File: src/rtl/stbs_pkg.sv
package stbs_pkg;

   // fixed field widths
   localparam int KEY_W      = 32;
   localparam int INDEX_W    = 10;
   localparam int STEP_W     = 4;
   localparam int COUNT_W    = 11;
   localparam int CSR_ADDR_W = 2;
   localparam int CSR_DATA_W = 32;

   localparam int DEFAULT_TABLE_DEPTH = 1024;

   // operation codes
   localparam logic OP_LOAD   = 1'b0;
   localparam logic OP_SEARCH = 1'b1;

   // register byte addresses
   localparam logic [CSR_ADDR_W-1:0] REG_ENTRIES_IN_USE = 2'd0;

   // status from the probe unit to the sequencer
   typedef struct packed {
      logic hit;
      logic done;
   } stbs_probe_flags_type;

endpackage

File: src/rtl/stbs_probe.sv
// One binary search step: compare, narrow the window, pick the next midpoint.
// Window is [left, hi), hi exclusive.
module stbs_probe #(
   parameter int CW = stbs_pkg::COUNT_W
) (
   input  logic                               first,
   input  logic [CW-1:0]                      count,
   input  logic [CW-1:0]                      left,
   input  logic [CW-1:0]                      hi,
   input  logic [CW-1:0]                      mid,
   input  logic signed [stbs_pkg::KEY_W-1:0]  key,
   input  logic signed [stbs_pkg::KEY_W-1:0]  entry,
   output stbs_pkg::stbs_probe_flags_type     flags,
   output logic [CW-1:0]                      left_next,
   output logic [CW-1:0]                      hi_next,
   output logic [CW-1:0]                      mid_next
);
   import stbs_pkg::*;

   logic [CW:0] sum;

   always_comb begin
      priority if (first) begin
         left_next = '0;
         hi_next   = count;
      end else if (key < entry) begin
         left_next = left;
         hi_next   = mid;
      end else begin
         left_next = mid + CW'(1);
         hi_next   = hi;
      end
   end

   // floor((left + hi - 1) / 2); meaningless when the window is empty
   assign sum       = {1'b0, left_next} + {1'b0, hi_next} - (CW+1)'(1);
   assign mid_next  = sum[CW:1];

   assign flags.hit  = !first && (key == entry);
   assign flags.done = !(left_next < hi_next);

endmodule

File: config.mk
export PLATFORM = sky130hd
export DESIGN_NAME = stbs_probe
export DESIGN_NICKNAME = d
export VERILOG_FILES = /design/src/rtl/stbs_pkg.sv /design/src/rtl/stbs_probe.sv
export SDC_FILE = /design/constraint.sdc
export NUM_CORES = 1
export LEC_CHECK = 0
export ABC_AREA = 0
export BUFFER_PORTS_ARGS = -buffer_cell sky130_fd_sc_hd__buf_2
export CORE_ASPECT_RATIO = 1.5
export CORE_MARGIN = 5
export CORE_UTILIZATION = 41
export DETAILED_ROUTE_END_ITERATION = 8
export MAX_ROUTING_LAYER = met4
export PLACE_DENSITY = 0.76
export SYNTH_ARGS = -nofsm -noshare
export SYNTH_HDL_FRONTEND = slang
export SYNTH_SLANG_ARGS = --single-unit
export TNS_END_PERCENT = 30
File: constraint.sdc
create_clock -name vclk -period 8.11
set_input_delay 1.622 -clock vclk [all_inputs]
set_output_delay 1.622 -clock vclk [all_outputs]
set_load 0.02 [all_outputs]
==> metrics.yaml, run 1 <==
global_routing:
  gr-total-overflow: 0
  antenna_found_initial: 0
  grt_pass1_vias: 2781
  grt_pass1_wl_mm: 11.7
  grt_usage_pct: 18.5
  grt_max_degree: 57
final_layout:
  nFillCells: 560
  clkbuf_count: 0
  n_antenna_cell: 0
  seqCellArea_um2: 0
  layout.cells.non_filler: 551
  final_layout_size_suffix_gt1_share_pct: 33.6
  nets: 653
  fin_area_um2: 3230
  multiInputGateArea_um2: 2170
  syn_to_final_growth_pct: 31.4
  seq_cells: 0
timing:
  fin_setup_tns_ns: 0
  drv_slew: 0
  relSlewSlack_pct: 38.3
  tightest_slew_ns: 0.926
  min_period_ns: 7.71
  post-route-period-util_pct: 95.1
  maxClockFrequency_ghz: 0.130
  setup_viol: 0
  rsz0062_at_grt: "false"
  hold_viol: 0
routing:
  vias: 2881
  first_pass_iters: 5
  dr_wl_met2_mm: 3.95
  wl_per_cell_um: 13.4
  finalWirelength_mm: 7.38
  drt-vias-per-instance: 5.23
  drt_iter0_markers: 87
  ant_nets: 0
  route.detailed.drc: 0
  wl_met1_mm: 2.72
  top_layer_used: "met4"
  dr_wl_met3_um: 665
power:
  power.density_nw_per_um2: 117
  power_w: 0.000377
  leakagePower_nw: 1.87
  max-vdd-ir-drop_mv: 0.0489
placement:
  io_buffers: 144
  gp_congestion: 0.916
  dp.cells: 551
  hpwlAfterDp_mm: 6.71
  dpl_cell_area_um2: 3220
synthesis:
  avgSynthCellArea_um2: 7.18
  yosysMostFrequentCell: "ha_1"
  synth.top_cell.area_share_pct: 31.6
  syn_area_um2: 2450
  synthTopCellsByCount: "62 x ha_1, 56 x inv_1, 29 x nor2_1"
  netlist_instances: 342
  synth-warning-count: 0
  yosysTopAreaCell: "ha_1"
  synth_area_leaders: "ha_1 32%, inv_1 8.6%, mux2i_1 5.7%"
  syn-num-nets: 514
  synth-seq-area-share_pct: 0
  synth_cell_types: 50
critical_path:
  startpoint_type: "input pin"
  critPathRequiredTime_ns: 6.49
  cpMaxStageDelayCell: "or4_1"
  critPathMaxFanout: 24
  crit_path_max_incr_delay_ns: 0.43
  worstPathCellList: "buf_2, inv_1, ha_1, nand4_1, nor4_2, and4_2, o41ai_2, a31oi_4, buf_4, nor2_1, a211o_1, ha_1, inv_1, ha_1, a21oi_1, a21oi_1, o21a_1, or4_1, a21o_1, o311ai_0, buf_2"
  cp.arrival_ns: 6.09
  critPathKind: "input pin to primary output"
  cp-end-kind: "primary output"
  cp_common_cell: "ha_1"
floorplan:
  io_pins: 144
  die_h_um: 105
  die_w_um: 73.2
  core_um2: 5830
  start_util_pct: 42.1
  design.die.area_um2: 7670
  rows: 34
status:
  status: "finished, final reports clean"
job:
  maxCapViolCount: 0
min_path:
  whs_path_depth: 4
  min_path_type: "input pin to primary output"
cts:
  cts-resized-gates: 0
  hold_buffers: 0
  cts_setup_buffers: 0
## cell usage in the layout, fill, tap and decap left out, drive strengths merged, types with 2 or more instances in the layout
cell / count
a21oi: 18
nand4: 5
a311oi: 2
a31o: 2
o21a: 11
a211o: 9
xor2: 7
nor4: 3
and2: 2
nor2: 29
nand2: 25
nand3b: 2
buf: 148
nand3: 7
o311ai: 2
and3: 3
and4: 2
o21ai: 17
ha: 62
nor2b: 2
mux2i: 14
inv: 56
nor3: 6
or2: 2
nand4b: 2
a211oi: 10
a21o: 7
xnor2: 10
## worst max-delay path, delay by kind of cell
kind / cells / cell delay (ns)
AO/OA/AOI/OAI: 8 / 1.47
adder cells (fa/ha/maj): 3 / 0.97
AND/OR/NAND/NOR: 5 / 1.32
buffers and inverters: 5 / 0.69
## worst paths after layout
path / startpoint / end / slack [ns]
worst min-delay path: count[10] / hi_next[10] / 3.59
worst max-delay path: entry[31] / mid_next[9] / 0.40
## through the flow
stage / hold slack (ns) / util (%) / setup WS [ns]
6_report: 3.59 / 55.3 / 0.396
5_1_grt: 3.62 / 55.3 / 0.0874
4_1_cts: 3.60 / 55.3 / 0.247
3_5_place_dp: 3.59 / 55.3 / 0.253
3_3_place_gp: 3.59 / 55.3 / 0.389
2_1_floorplan: 3.47 / - / 0.413
## power by group
group	internal (W)	switching [W]	leakage [nW]
Combinational	0.000156	0.000221	1.87
Sequential	0	0	0
Clock	0	0	0
## final cells by class
type | instances | area share [%]
Tap cell | 72 | 2.79
Timing Repair Buffer | 148 | 23.3
Inverter | 56 | 6.52
Multi-Input combinational cell | 275 | 67.4
## cell families (layout without fill, tap and decap cells)
family | count (synthesis) | in the layout | share of synthesized area, %
xor gates and xnor gates | 17 | 17 | 6.07
adders and majority gates | 63 | 63 | 32.4
AOI/OAI and AO/OA | 87 | 87 | 25.1
and+or+nand+nor | 93 | 93 | 18.7
muxes | 15 | 15 | 6.17
buffers and inverters | 67 | 204 | 11.6
## routing by layer
metal | track usage (%) | up-vias
met1 | 20.4 | 1275
met5 | - | -
met4 | 0.923 | 0
li1 | - | 1489
met2 | 35.5 | 113
met3 | 2.88 | 4
No activity file was read; power rests on OpenSTA's default activity.
==> run 2: changes to the inputs <==
Settings changed: REMOVE_ABC_BUFFERS set to 1.
==> run 2 against run 1 <==
Compared with the run above: global-route usage hardly changed; die area stayed put; non-clock buffer count is 1 lower; fmax decreased by 0.79%; critical endpoint unchanged; largest power group unchanged.
==> metrics.yaml, run 2 (synthesized netlist as in run 1, its figures left out) <==
global_routing:
  grt_pass1_vias: 2899
  grt_usage_pct: 18.5
  antenna_found_initial: 0
  gr-total-overflow: 0
  grt_max_degree: 57
  grt_pass1_wl_mm: 11.9
floorplan:
  design.die.area_um2: 7670
  start_util_pct: 42.1
  io_pins: 144
  core_um2: 5830
  die_h_um: 105
  rows: 34
  die_w_um: 73.2
critical_path:
  worstPathBufferInverterCount: 3
  worstPathCellList: "buf_2, ha_1, nand4_1, nor4_2, and4_2, o41ai_2, a31o_2, mux2i_1, o21a_1, ha_1, inv_1, ha_1, a21o_1, a21oi_1, a21oi_1, o21a_1, or4_1, a21o_1, o311ai_0, buf_2"
  crit_path_max_incr_delay_ns: 0.43
  cp_common_cell: "ha_1"
  cp.arrival_ns: 6.15
  critPathKind: "input pin to primary output"
  critPathRequiredTime_ns: 6.49
  critPathMaxFanout: 6
  cp-end-kind: "primary output"
  path_delay_family: "compound AO/OA/AOI/OAI gates"
  cpMaxStageDelayCell: "or4_1"
  startpoint_type: "input pin"
timing:
  post-route-period-util_pct: 95.9
  setup_viol: 0
  maxClockFrequency_ghz: 0.129
  fin_setup_tns_ns: 0
  tightest_slew_ns: 0.859
  hold_viol: 0
  min_period_ns: 7.78
  relSlewSlack_pct: 42.7
  rsz0062_at_grt: "false"
  drv_slew: 0
final_layout:
  layout_common_cells: "144 x buf_2, 62 x ha_1, 56 x inv_1, 29 x nor2_1, 25 x nand2_1"
  layout_commonest_cell: "buf_2"
  layout.cells.non_filler: 550
  seq_cells: 0
  n_antenna_cell: 0
  final_layout_size_suffix_gt1_share_pct: 33.5
  seqCellArea_um2: 0
  clkbuf_count: 0
  nets: 652
  syn_to_final_growth_pct: 31.1
cts:
  hold_buffers: 0
  cts-resized-gates: 0
  cts_setup_buffers: 0
power:
  p_seq_share_pct: 0
  power.density_nw_per_um2: 118
  pwr-share-clk_pct: 0
  power_frac_comb_pct: 100.0
  p_sw_w: 0.000226
  leakagePower_nw: 1.86
  max-vdd-ir-drop_mv: 0.0555
  intPower_w: 0.000156
  swShare_pct: 59.2
routing:
  first_pass_iters: 4
  ant_nets: 0
  finalWirelength_mm: 7.19
  wl_per_cell_um: 13.1
  vias: 2868
  drt_iter0_markers: 98
  drt-vias-per-instance: 5.21
  route.detailed.drc: 0
min_path:
  min_path_type: "input pin to primary output"
placement:
  dp.cells: 550
  hpwlAfterDp_mm: 6.53
  gp_congestion: 0.847
  io_buffers: 144
job:
  maxCapViolCount: 0
status:
  status: "finished, final reports clean"
==> run 2: cell types whose count changed in the layout (fill, tap and decap cells not counted) <==
| cell | before | now |
|---|---|---|
| o311ai_1 | 0 | 1 |
| o21ai_0 | 15 | 16 |
| o311ai_0 | 2 | 1 |
| buf_4 | 4 | 3 |
| o21ai_1 | 2 | 1 |
==> run 2: path summary, 6_finish.rpt <==
kind                  startpoint           to  slack (ns)  cells after the start
worst max-delay path     key[31]  mid_next[9]        0.33                     20
worst min-delay path    count[4]   hi_next[4]        3.59                      4
==> run 2: metal layers <==
metal	up-vias	track usage, %	routed length, um
met3	8	1.15	471
met1	1287	19.9	2680
met2	92	36.6	3960
met4	0	2.11	81
li1	1481	-	-
met5	-	-	0
==> run 2: layout make-up <==
| cell class | instances | area, um^2 |
|---|---|---|
| inverter | 56 | 210 |
| multi-input combinational | 275 | 2170 |
| timing repair buffer | 147 | 743 |
| fill | 589 | 2610 |
| tap | 72 | 90.1 |
==> run 2: per-stage QoR <==
step           hold slack [ns]  utilization [%]  worst slack, ns  total power [W]  area, um^2
6_report                  3.59             55.2            0.335         0.000381        3220
5_1_grt                   3.63             55.2          0.00484         0.000423        3220
4_1_cts                   3.60             55.2            0.203         0.000384        3210
3_5_place_dp              3.59             55.2            0.238         0.000382        3210
3_3_place_gp              3.59             55.2            0.348         0.000375        3210
2_1_floorplan             3.32                -            0.118         0.000256        2380
==> run 2: power by group through the flow <==
stage | Clock [W] | Combinational [W] | Sequential (W)
6_report | 0 | 0.000381 | 0
4_1_cts | 0 | 0.000384 | 0
3_3_place_gp | 0 | 0.000375 | 0
3_5_place_dp | 0 | 0.000382 | 0
5_1_grt | 0 | 0.000423 | 0
2_1_floorplan | 0 | 0.000256 | 0
